==> src/design/alle_pkg.sv <==
// ----------------------------------------------------------------------------
// alle_pkg
// Shared types and constants for the array linked list engine.
// ----------------------------------------------------------------------------
package alle_pkg;
	localparam int DEPTH = 256;
	localparam int IW = 9;
	localparam int AW = 8;
	localparam logic [IW-1:0] NONE = IW'(DEPTH);

	localparam logic [3:0] K_INS_FRONT = 4'd0;
	localparam logic [3:0] K_INS_REAR  = 4'd1;
	localparam logic [3:0] K_RM_FRONT  = 4'd2;
	localparam logic [3:0] K_RM_REAR   = 4'd3;
	localparam logic [3:0] K_RM_CUR    = 4'd4;
	localparam logic [3:0] K_SEARCH    = 4'd5;
	localparam logic [3:0] K_RETRIEVE  = 4'd6;
	localparam logic [3:0] K_PURGE     = 4'd7;
	localparam logic [3:0] K_CLEAR     = 4'd8;

	localparam logic [1:0] ST_DONE = 2'd0;
	localparam logic [1:0] ST_NONE = 2'd1;
	localparam logic [1:0] ST_FULL = 2'd2;

	typedef struct packed {
		logic [3:0]        kind;
		logic signed [31:0] value;
		logic [7:0]        position;
	} in_item_t;

	typedef struct packed {
		logic [1:0]         status;
		logic [IW-1:0]      node_index;
		logic signed [31:0] node_value;
		logic [IW-1:0]      cursor;
	} out_item_t;

	typedef enum logic [3:0] {
		S_IDLE, S_DISPATCH, S_RD, S_WAIT, S_EVAL, S_OUT
	} state_t;

	// controller to datapath
	typedef struct packed {
		logic start;
		logic rd;
		logic eval;
		logic finish;
	} cmd_t;

	// datapath to controller
	typedef struct packed {
		logic need_walk;
		logic walk_done;
	} sts_t;
endpackage

==> src/design/alle_ctrl.sv <==
// ----------------------------------------------------------------------------
// alle_ctrl
// Sequencer: accepts a beat, drives the walk one node per memory read.
// ----------------------------------------------------------------------------
module alle_ctrl (
	input  logic            clk,
	input  logic            arst_n,
	input  logic            in_valid,
	output logic            in_ready,
	output logic            out_valid,
	input  logic            out_ready,
	input  alle_pkg::sts_t  sts,
	output alle_pkg::cmd_t  cmd
);
	import alle_pkg::*;
	state_t state_q, state_d;

	always_ff @(posedge clk or negedge arst_n) begin
		if (!arst_n) state_q <= S_IDLE;
		else state_q <= state_d;
	end

	always_comb begin
		state_d = state_q;
		cmd = '0;
		in_ready = 1'b0;
		out_valid = 1'b0;
		case (state_q)
			S_IDLE: begin
				in_ready = 1'b1;
				if (in_valid) begin
					cmd.start = 1'b1;
					state_d = S_DISPATCH;
				end
			end
			S_DISPATCH: begin
				if (sts.need_walk) begin
					cmd.rd = 1'b1;
					state_d = S_WAIT;
				end else begin
					cmd.finish = 1'b1;
					state_d = S_OUT;
				end
			end
			// walk_done is registered, so it is seen in the cycle after the update
			S_RD: begin
				if (sts.walk_done) begin
					state_d = S_OUT;
				end else begin
					cmd.rd = 1'b1;
					state_d = S_WAIT;
				end
			end
			S_WAIT: state_d = S_EVAL;
			S_EVAL: begin
				cmd.eval = 1'b1;
				state_d = S_RD;
			end
			S_OUT: begin
				out_valid = 1'b1;
				if (out_ready) state_d = S_IDLE;
			end
			default: state_d = S_IDLE;
		endcase
	end
endmodule

==> config.mk <==
export PLATFORM = sky130hd
export DESIGN_NAME = alle_ctrl
export DESIGN_NICKNAME = d
export VERILOG_FILES = /design/src/design/alle_pkg.sv /design/src/design/alle_ctrl.sv
export SDC_FILE = /design/constraint.sdc
export NUM_CORES = 1
export LEC_CHECK = 0
export BUFFER_PORTS_ARGS = -buffer_cell sky130_fd_sc_hd__buf_2
export CELL_PAD_IN_SITES_DETAIL_PLACEMENT = 2
export CELL_PAD_IN_SITES_GLOBAL_PLACEMENT = 2
export CORE_AREA = 5 5 42 44
export DETAILED_ROUTE_END_ITERATION = 16
export DIE_AREA = 0 0 47 49
export GPL_ROUTABILITY_DRIVEN = 0
export PLACE_DENSITY_LB_ADDON = 0.1
export SLEW_MARGIN = 15
export SYNTH_ARGS = -nofsm -noshare
export SYNTH_HDL_FRONTEND = slang
export SYNTH_SLANG_ARGS = --single-unit
==> constraint.sdc <==
create_clock -name clk -period 1.2 [get_ports clk]
set_input_delay 0.12 -clock clk [delete_from_list [all_inputs] [get_ports clk]]
set_output_delay 0.12 -clock clk [all_outputs]
set_load 0.005 [all_outputs]
[Word level (Yosys, flattened, before mapping)]
Cells that the tools add are included.
Operators by class
  reduce and logical (&&, ||, !) cells: 2
  eq/ne operators: 7
  mux-type cells: 15
Operators with widths (number)
  case mux 4 bit (6 select lines): 1
  two-way mux 1 bit: 9
  == test 4 x 2 -> 1 bit (second input constant): 2
  == test 4 x 3 -> 1 bit (second input constant): 2
  two-way mux 4 bit: 2
  two-way mux 3 bit: 2
  == test 4 x 1 -> 1 bit (second input constant): 1
  logical NOT 4 bit: 1
  != test 2 bit (second input constant): 2
  case mux 1 bit (2 select lines): 1
  AND reduction 2 bit: 1
Storage, ports and cells
  output and inout bits: 6
  logic and storage cells: 25
  bits in registers: 4

[Longest topological paths before layout]
Gate-level depths: netlist of run 1.
  depth after elaboration: 3
  gate-level depth with buffers: 3
  depth with buffers taken out: 2

[Worst setup path after synthesis of run 1]
Ideal clock, no wire load.
  kind: register to register
  start: reg state_q[0]
  end: reg state_q[1]
  library setup time: 0.131 ns
  arrival: 1.024 ns
  data required time: 1.069 ns
  cell stages (with the launch flop): 4
  buffers on the path: 1
  setup slack: 0.045 ns
  path through: dfrtp_1 -> buf_4 -> and4bb_2 -> or3_1
On the way
  cells in the longest elaborated chain, start to end: 3
  elaborated cells between the ends (all ways): 10
  those cells by class: 7 x eq/ne; 1 x mux; 2 x reduce/logical
RTL lines
  start: declaration: line alle_ctrl.sv:16  | state_t state_q, state_d;
  start signal: assignment: line alle_ctrl.sv:20  | else state_q <= state_d;
  == test 4 x 3 -> 1 bit / logical NOT 4 bit (equally long branches): line alle_ctrl.sv:28  | case (state_q)
  != test 2 bit (no source line)
  AND reduction 2 bit (no source line)
Parallel ways exist; a longest one is shown, timed or not.
A chain may end at the register's enable or synchronous reset.

==> results of run 1 <==
==> worst max-delay path, stage by stage (launching register included) <==
cell	delay, ns
dfrtp_1	0.40
or3b_1	0.38
a21oi_2	0.12
buf_2	0.12
==> metrics by stage <==
step                TNS [ns]  total power, µW  cell area, µm²  setup slack, ns  hold slack (ns)
floorplan                  0            538.3           250.2          0.04504          -0.1756
global placement           0            677.5           321.6          0.05591         -0.07646
detailed placement         0            682.6           321.6          0.01779         -0.07433
CTS                  -0.6747             1101           432.9          -0.1879           0.1625
global route          -1.087             1256           454.2          -0.2510           0.1836
finish               -0.5794             1148           454.2          -0.1775           0.1672
==> cell type report <==
class / instances / area share [%]
Sequential cell: 3 / 16.53
Tap cell: 16 / 4.408
Multi-Input combinational cell: 19 / 42.15
Inverter: 1 / 1.928
Clock buffer: 4 / 5.785
Timing Repair Buffer: 20 / 29.20
==> worst max path at each step <==
stage | endpoint | slack [ns] | depth (start not counted)
floorplan | state_q[1] | 0.05 | 3
global placement | cmd[2] | 0.06 | 3
detailed placement | cmd[3] | 0.02 | 4
CTS | cmd[2] | -0.19 | 3
global route | cmd[2] | -0.25 | 3
finish | cmd[2] | -0.18 | 3
==> routing by layer <==
layer / share of wire [%] / track usage [%]
met5: 0 / 0
met1: 42 / 9.649
met4: 1.6 / 5.530
met2: 52 / 15.61
met3: 3.6 / 3.321
==> what timing repair did <==
action / 4_1_cts / 5_1_grt
hold buffers: 1 / 0
resized for setup: 9 / 4
setup buffers: 5 / 0
endpoints found under the setup margin: 6 / 7
hold endpoints to repair: 3 / 0
pin swaps: 4 / 3
==> cells in the final DEF (no fill, tap or decap) <==
master / instances
a21oi_1: 1
a21oi_2: 1
a22o_2: 1
and2_1: 1
and2b_2: 1
and4bb_2: 1
buf_2: 11
buf_4: 6
buf_6: 2
clkbuf_1: 1
clkbuf_4: 3
dfrtp_1: 3
dlygate4sd3_1: 1
inv_6: 1
nand2b_1: 1
nand3b_1: 2
nand4bb_1: 1
nor3_4: 1
nor3b_2: 1
nor3b_4: 1
nor4_4: 1
nor4b_1: 1
o211ai_1: 1
o21bai_1: 1
or3_1: 1
or3b_1: 1
==> synthesized netlist by cell type <==
cell type | n | area [µm²]
dfrtp_1 | 3 | 75.07
a21oi_1 | 2 | 10.01
buf_4 | 2 | 15.01
nand3b_1 | 2 | 15.01
nor3b_1 | 2 | 15.01
a22o_2 | 1 | 10.01
and2_1 | 1 | 6.260
and2b_2 | 1 | 8.760
and4bb_2 | 1 | 12.51
buf_6 | 1 | 11.26
inv_1 | 1 | 3.750
nand2b_1 | 1 | 6.260
nand4bb_1 | 1 | 11.26
nor3_1 | 1 | 5.000
nor4_1 | 1 | 6.260
nor4b_1 | 1 | 8.760
o211ai_1 | 1 | 7.510
o21bai_1 | 1 | 7.510
or3_1 | 1 | 6.260
or3b_1 | 1 | 8.760
==> kinds of logic (layout without fill, tap and decap cells) <==
group           after synthesis  in the layout  share of synthesized area (%)
compound gates                5              5                          14.00
buf+inv                       4             25                          12.00
simple gates                 14             14                          44.00
flops                         3              3                          30.00
==> power breakdown <==
part           leakage [µW]  internal (µW)  switching [µW]
logic              0.000155            425             342
clock network     0.0000150            125            60.5
registers         0.0000369            150            44.1
total              0.000206            701             447
==> run_results.csv, run 1 <==
group,metric,value,unit
placement,io_buffers,11,
layout,n_fill_cell,168,
route,wl_per_cell,13.56,µm
layout,stdcell_count,63,
clocking,h-tree-depth,1,
global_routing,grt_pass1_wl,1497,µm
clocking,cts.sinks,3,
worst_setup_path,r2r_slack,-0.12,ns
layout,regArea,75.07,µm²
worst_setup_path,setup.worst_path.class,"reg -> out",
pwr,p_leak,0.0002064,µW
worst_setup_path,cp-startpoint,"state_q[0]",
logic_synthesis,ys_seq_area_share,30.00,%
pwr,pwr_density_cell,2527,nW/µm²
global_routing,antenna_found_initial,0,
logic_synthesis,yosys_register_bits,3,
timing,report.final.slew_viol_count,0,
clocking,clk_latency,0.24,ns
timing,period_share,114.8,%
worst_setup_path,worst-path-max-fanout,4,
worst_setup_path,rr_worst_depth,4,
status,violations,"negative setup slack",
worst_setup_path,worst_setup_path_start_kind,"flip-flop",
clocking,cts-root-buf,"clkbuf_4",
layout,reg_top3,"state_q x3",
worst_setup_path,reg2reg_to,"state_q[1]",
timing,rsz0062_at_grt,"yes",
die,start_util,17.86,%
layout,regMostFlops,"state_q",
route,drt_iter0_drc,0,
timing,slew_headroom,86.58,%
global_routing,grt_pass1_vias,343,
timing,min_period,1.378,ns
layout,area_delta_synth_final,81.50,%
clocking,cts.clk_slew.worst_paths,0.05,ns
die,coreArea,1401,µm²
die,die_w,47,µm
placement,dpl.cell_count,53,
status,status,"finished with violations",
worst_setup_path,cp-end-kind,"output pin",
die,die_area,2303,µm²
clocking,cts_tree,"yes",
layout,final_nets,54,
route,routed_wl,854,µm
logic_synthesis,synth_area,250.2,µm²
layout,largest_reg_flops,3,
logic_synthesis,synth_cell_type_count,20,
worst_setup_path,worstPathArrival,1.26,ns
global_routing,grt_use_total,9.430,%
logic_synthesis,syn_area_per_cell,9.625,µm²
timing,fin_worst_skew,0.01039,ns
timing,setup_violations,7,
worst_hold_path,worstHoldStart,"out_ready",
route,dr.pass1.iters,1,
logic_synthesis,syn-num-nets,32,
die,die_h,49,µm
die,ios,12,
worst_hold_path,min_path_cells,3,
worst_hold_path,hp-class,"in -> reg",
route,drc,0,
timing,fin_ws,-0.1775,ns
worst_hold_path,hold-path-endpoint,"state_q[0]",
timing,hold_viol,0,
clocking,numCtsBuffers,3,
pwr,ir_worst_vdd,0.8290,mV
job,max_cap_viol_count,0,
layout,multi_input_area,191.4,µm²
worst_setup_path,required,1.08,ns
layout,diodes,0,
die,rows,14,
layout,layout-drive-gt1-share,65.96,%
global_routing,grt_max_degree,11,
clocking,clock_path_buffers,2,
timing,worst_pin_slew,0.1985,ns
placement,dp_hpwl,599.1,µm
global_routing,grt_overflow,0,
logic_synthesis,synth_warnings,0,
layout,final_util,32.41,%
route,drtAntennaViolNets,0,
timing,max_freq,726.0,MHz
route,vias,284,
logic_synthesis,synthCells,26,
route,via_per_inst,4.508,
worst_setup_path,crit-reg2reg-launch,"state_q[1]",
Power figures use the tool's default switching activity.
==> inputs of run 2 (changes only) <==
Settings changed: ABC_AREA set to 1, BUFFER_PORTS_ARGS -buffer_cell sky130_fd_sc_hd__buf_2 to -buffer_cell sky130_fd_sc_hd__buf_4, CORE_AREA 5 5 42 44 to unset, CORE_MARGIN set to 5, CORE_UTILIZATION set to 17, DIE_AREA 0 0 47 49 to unset.
==> run_results.csv, run 2 <==
group,metric,value,unit
logic_synthesis,synthTopCellsByCount,"inv_1 (7), nand2_1 (5)",
timing,max_freq,802.1,MHz
route,vias,313,
worst_setup_path,setup.worst_path.class,"reg -> out",
worst_hold_path,hp-class,"in -> reg",
worst_setup_path,worstPathArrival,1.13,ns
route,via_per_inst,4.408,
clocking,cts.sinks,3,
logic_synthesis,synth_area,232.7,µm²
pwr,ir_worst_vdd,0.6034,mV
global_routing,grt_pass1_vias,320,
clocking,cts-root-buf,"clkbuf_4",
worst_setup_path,worstPathCellList,"buf_4, nand3b_1, nand2_1, buf_4",
timing,worst_pin_slew,0.1544,ns
worst_setup_path,cpMostUsedCell,"buf_4",
placement,dp_hpwl,602.6,µm
logic_synthesis,synth.most_common_cell,"inv_1",
timing,period_share,103.9,%
die,start_util,17.88,%
timing,timing.hold.ws,0.1514,ns
global_routing,grt_pass1_wl,1352,µm
layout,reg_top3,"state_q x3",
logic_synthesis,synth-xor-area-share,0,%
global_routing,grt_use_total,9.760,%
clocking,cts_tree,"yes",
layout,regArea,77.57,µm²
timing,rsz0062_at_grt,"yes",
route,drtAntennaViolNets,0,
logic_synthesis,synth-simple-area-share,46.24,%
layout,multi_input_area,121.4,µm²
clocking,numCtsBuffers,3,
status,violations,"negative setup slack",
timing,slew_headroom,89.70,%
worst_setup_path,max_stage_delay,0.44,ns
layout,regMostFlops,"state_q",
route,routed_wl,935,µm
die,rows,13,
logic_synthesis,synth_warnings,0,
die,coreArea,1301,µm²
layout,area_delta_synth_final,89.79,%
layout,n_fill_cell,165,
worst_setup_path,crit_slowest_cell,"dfrtp_2",
route,drc,0,
layout,mostFrequentLayoutCell,"buf_4",
die,die_h,47,µm
logic_synthesis,ys_seq_area_share,32.26,%
layout,diodes,0,
logic_synthesis,syn_area_per_cell,7.273,µm²
logic_synthesis,synthCells,32,
layout,final_nets,63,
worst_setup_path,critical_path_buf_inv_count,2,
global_routing,antenna_found_initial,0,
logic_synthesis,synth_compound_area_share,3.763,%
layout,layout_common_cells,"buf_4 (18), inv_2 (4), inv_1 (4), nand2_1 (4)",
timing,setup_violations,3,
logic_synthesis,synth_top_family_by_area,"simple AND/OR/NAND/NOR gates",
logic_synthesis,yosys.area.top_type,"dfrtp_1",
pwr,pwr_density_cell,2505,nW/µm²
route,wl_per_cell,13.17,µm
die,die_w,47,µm
logic_synthesis,synthFlopType,"dfrtp_1",
placement,io_buffers,11,
worst_setup_path,worst_setup_path_start_kind,"flip-flop",
timing,fin_worst_skew,0.0007330,ns
route,dr.pass1.iters,2,
clocking,cts.clk_slew.worst_paths,0.04,ns
logic_synthesis,syn-num-nets,38,
timing,tns,-0.06726,ns
worst_setup_path,required,1.08,ns
clocking,clk_latency,0.24,ns
placement,postPlaceCellArea,322.8,µm²
job,max_cap_viol_count,0,
layout,layout-drive-gt1-share,64.29,%
worst_setup_path,critical-path-top-delay-family,"flip-flops",
worst_setup_path,cp-end-kind,"output pin",
global_routing,grt_max_degree,7,
logic_synthesis,synth_top_area_share,32.26,%
logic_synthesis,synth_fa_ha_area_share,0,%
die,die_area,2209,µm²
logic_synthesis,yosys_register_bits,3,
logic_synthesis,synth.area.top_cells,"dfrtp_1 (32%), inv_1 (11%), nand2_1 (8.1%), nand4_1 (8.1%), nand3_1 (6.5%)",
timing,fin_ws,-0.04680,ns
logic_synthesis,async_flop_share,100.0,%
die,ios,12,
route,drt_iter0_drc,2,
timing,hold_viol,0,
clocking,clock_path_buffers,2,
worst_setup_path,worst-path-max-fanout,4,
timing,min_period,1.247,ns
logic_synthesis,synth_cell_type_count,14,
status,status,"finished with violations",
timing,report.final.slew_viol_count,0,
clocking,h-tree-depth,1,
logic_synthesis,synth_edf_count,0,
pwr,p_leak,0.0002523,µW
layout,largest_reg_flops,3,
layout,final_area,441.7,µm²
logic_synthesis,synth_mux_area_share,0,%
global_routing,grt_overflow,0,
## run 2: timing repair
action / in CTS / in global routing
setup buffers: 4 / 5
resized for setup: 4 / 5
pin swaps: 1 / 4
hold buffers: 1 / 0
setup endpoints to repair: 6 / 6
endpoints found under the hold margin: 3 / 0
## run 2: worst register-to-register path, cell delays in order, from the launching register on
cell	delay, ns
dfrtp_2	0.44
nor2_4	0.14
nand2_2	0.08
buf_4	0.14
nor2_2	0.08
o21ai_2	0.06
## run 2: metrics by stage
stage,util [%],power [µW],setup slack [ns],std cells
floorplan,-,515.5,0.2956,32
global placement,24.81,670.3,0.1137,57
detailed placement,24.81,677.9,0.1120,57
CTS,30.29,977.8,-0.03997,66
global route,33.94,1221,-0.1439,71
finish,33.94,1106,-0.04680,71
## run 2: final timing paths
check | startpoint | end | slack (ns) | cells past startpoint
worst max-delay path | state_q[1] | cmd[2] | -0.05 | 4
worst min-delay path | in_valid | state_q[0] | 0.15 | 3
worst max register to register | state_q[1] | state_q[0] | 0.15 | 5
worst min register to register | state_q[1] | state_q[0] | 0.64 | 3
max in group asynchronous | arst_n | state_q[0] | 0.88 | 2
min in group asynchronous | arst_n | state_q[1] | 0.21 | 2
## run 2: metal layers
metal,vias to the layer above,global-route usage (%),wire [µm]
met4,0,11.60,29
met2,11,14.63,527
met3,4,3.448,35
met5,-,0,0
met1,150,9.545,343
li1,148,-,-
## run 2: area by class of cell
class	count	share of cell area, %
inverters	8	6.799
flip-flops and latches	3	17.56
well taps	15	4.249
multi-input cells	20	27.48
clock buffers	4	5.949
repair buffers	21	37.96
## run 2: logic make-up (layout without fill, tap and decap cells)
kind of cell | after synthesis | in the layout
DFF | 3 | 3
buffers and inverters | 9 | 33
and+or+nand+nor | 19 | 19
AOI/OAI and AO/OA | 1 | 1
## run 2: where the power goes
part | switching (µW) | internal, µW | leakage, µW | total, µW
combinational | 308 | 380 | 0.000203 | 689
sequential | 79.2 | 156 | 0.0000346 | 236
clock | 57.4 | 125 | 0.0000150 | 182
==> inputs of run 3 (changes only) <==
==> constraint.sdc (replaced) <==
create_clock -name clk -period 1.2 [get_ports clk]
set_input_delay 0.06 -clock clk [delete_from_list [all_inputs] [get_ports clk]]
set_output_delay 0.06 -clock clk [all_outputs]
set_load 0.005 [all_outputs]
==> run_results.csv, run 3 (synthesis gave the netlist of run 2 again) <==
group,metric,value,unit
pwr,p_leak,0.0002459,µW
die,die_h,47,µm
timing,hold_viol,0,
clocking,cts.clk_slew.worst_paths,0.04,ns
worst_setup_path,worst_setup_path_start_kind,"flip-flop",
route,routed_wl,859,µm
layout,n_fill_cell,171,
timing,slew_headroom,89.68,%
worst_setup_path,cp-end-kind,"output pin",
worst_setup_path,worstPathArrival,1.13,ns
clocking,h-tree-depth,1,
global_routing,grt_pass1_vias,307,
route,via_per_inst,4.391,
job,max_cap_viol_count,0,
status,status,"finished clean",
placement,dp_hpwl,602.6,µm
clocking,clk_latency,0.24,ns
global_routing,grt_use_total,9.527,%
global_routing,grt_pass1_wl,1311,µm
timing,tns,0,ns
worst_setup_path,crit_slowest_cell,"dfrtp_2",
pwr,ir_worst_vdd,0.6099,mV
clocking,numCtsBuffers,3,
die,coreArea,1301,µm²
layout,regMostFlops,"state_q",
timing,rsz0062_at_grt,"yes",
placement,postPlaceCellArea,322.8,µm²
layout,reg_top3,"state_q x3",
timing,setup_violations,0,
worst_setup_path,max_stage_delay,0.43,ns
clocking,cts_tree,"yes",
timing,report.final.slew_viol_count,0,
layout,diodes,0,
worst_setup_path,worst-path-max-fanout,4,
route,vias,303,
layout,area_delta_synth_final,80.11,%
layout,final_area,419.2,µm²
route,drc,0,
worst_setup_path,cpMostUsedCell,"buf_4",
layout,final_nets,61,
die,rows,13,
placement,io_buffers,11,
clocking,cts.sinks,3,
timing,min_period,1.188,ns
route,drtAntennaViolNets,0,
layout,mostFrequentLayoutCell,"buf_4",
timing,fin_worst_skew,0.0007185,ns
timing,max_freq,842.1,MHz
pwr,pwr_density_cell,2477,nW/µm²
global_routing,antenna_found_initial,0,
clocking,cts-root-buf,"clkbuf_4",
layout,layout_common_cells,"buf_4 (18), inv_1 (6), nand2_1 (4)",
clocking,clock_path_buffers,2,
timing,worst_pin_slew,0.1549,ns
die,die_w,47,µm
timing,period_share,98.96,%
layout,largest_reg_flops,3,
die,die_area,2209,µm²
worst_setup_path,required,1.14,ns
worst_setup_path,setup.worst_path.class,"reg -> out",
route,wl_per_cell,12.45,µm
route,dr.pass1.iters,3,
global_routing,grt_overflow,0,
layout,layout-drive-gt1-share,59.26,%
die,start_util,17.88,%
route,drt_iter0_drc,2,
worst_setup_path,worstPathCellList,"buf_4, nand3b_1, nand2_1, buf_4",
die,ios,12,
global_routing,grt_max_degree,7,
worst_hold_path,hp-class,"in -> reg",
## run 3: cell types whose count changed in the layout (fill, tap and decap cells not counted)
cell,change
buf_6,-2
inv_2,-2
inv_1,+2
## run 3: final timing paths
check	from	slack, ns	end	cells past startpoint
min in group asynchronous	arst_n	0.16	state_q[1]	2
worst max-delay path	state_q[1]	0.01	cmd[2]	4
worst max register to register	state_q[1]	0.16	state_q[0]	5
worst min register to register	state_q[1]	0.64	state_q[0]	3
max in group asynchronous	arst_n	0.94	state_q[0]	2
worst min-delay path	in_valid	0.09	state_q[0]	3
## run 3: stage by stage
stage | util, % | hold WS, ns | cells | power [µW] | worst slack (ns)
floorplan | - | -0.2356 | 32 | 515.5 | 0.3010
global placement | 24.81 | -0.1506 | 57 | 670.3 | 0.1737
detailed placement | 24.81 | -0.1472 | 57 | 677.9 | 0.1720
CTS | 29.71 | 0.08950 | 65 | 963.2 | 0.02003
global route | 32.21 | 0.07690 | 69 | 1150 | -0.08409
finish | 32.21 | 0.08976 | 69 | 1038 | 0.01244
## run 3: cell type report
class                           count  area [µm²]  area share, %
Inverter                            8       30.03          7.164
Clock buffer                        4       26.28          6.269
Timing Repair Buffer               19       145.1          34.63
Sequential cell                     3       77.57          18.51
Tap cell                           15       18.77          4.478
Multi-Input combinational cell     20       121.4          28.96
## run 3: routing by layer
| layer | GRT usage [%] | up-vias | share of wire [%] |
|---|---|---|---|
| met1 | 9.545 | 144 | 38 |
| met2 | 13.82 | 11 | 54 |
| met5 | 0 | - | 0 |
| met3 | 3.448 | 4 | 4.3 |
| met4 | 11.60 | 0 | 3.1 |
| li1 | - | 144 | - |
## run 3: critical path: cells and delay by family, from the launching register on
family,cells,cell delay (ns)
flops,1,0.43
buf+inv,2,0.29
simple gates,2,0.16
## run 3: timing repair
item                                   in CTS  in global routing
endpoints found under the hold margin       3                  0
gates resized for setup                     4                  1
pin swaps                                   1                  3
setup endpoints to repair                   4                  4
hold buffers                                1                  0
setup buffers                               3                  4
## run 3: report_power, final
| group | switching (µW) | internal [µW] | total [µW] |
|---|---|---|---|
| clock | 57.7 | 125 | 183 |
| combinational | 286 | 334 | 620 |
| sequential | 79.6 | 156 | 236 |
| total | 423 | 615 | 1040 |
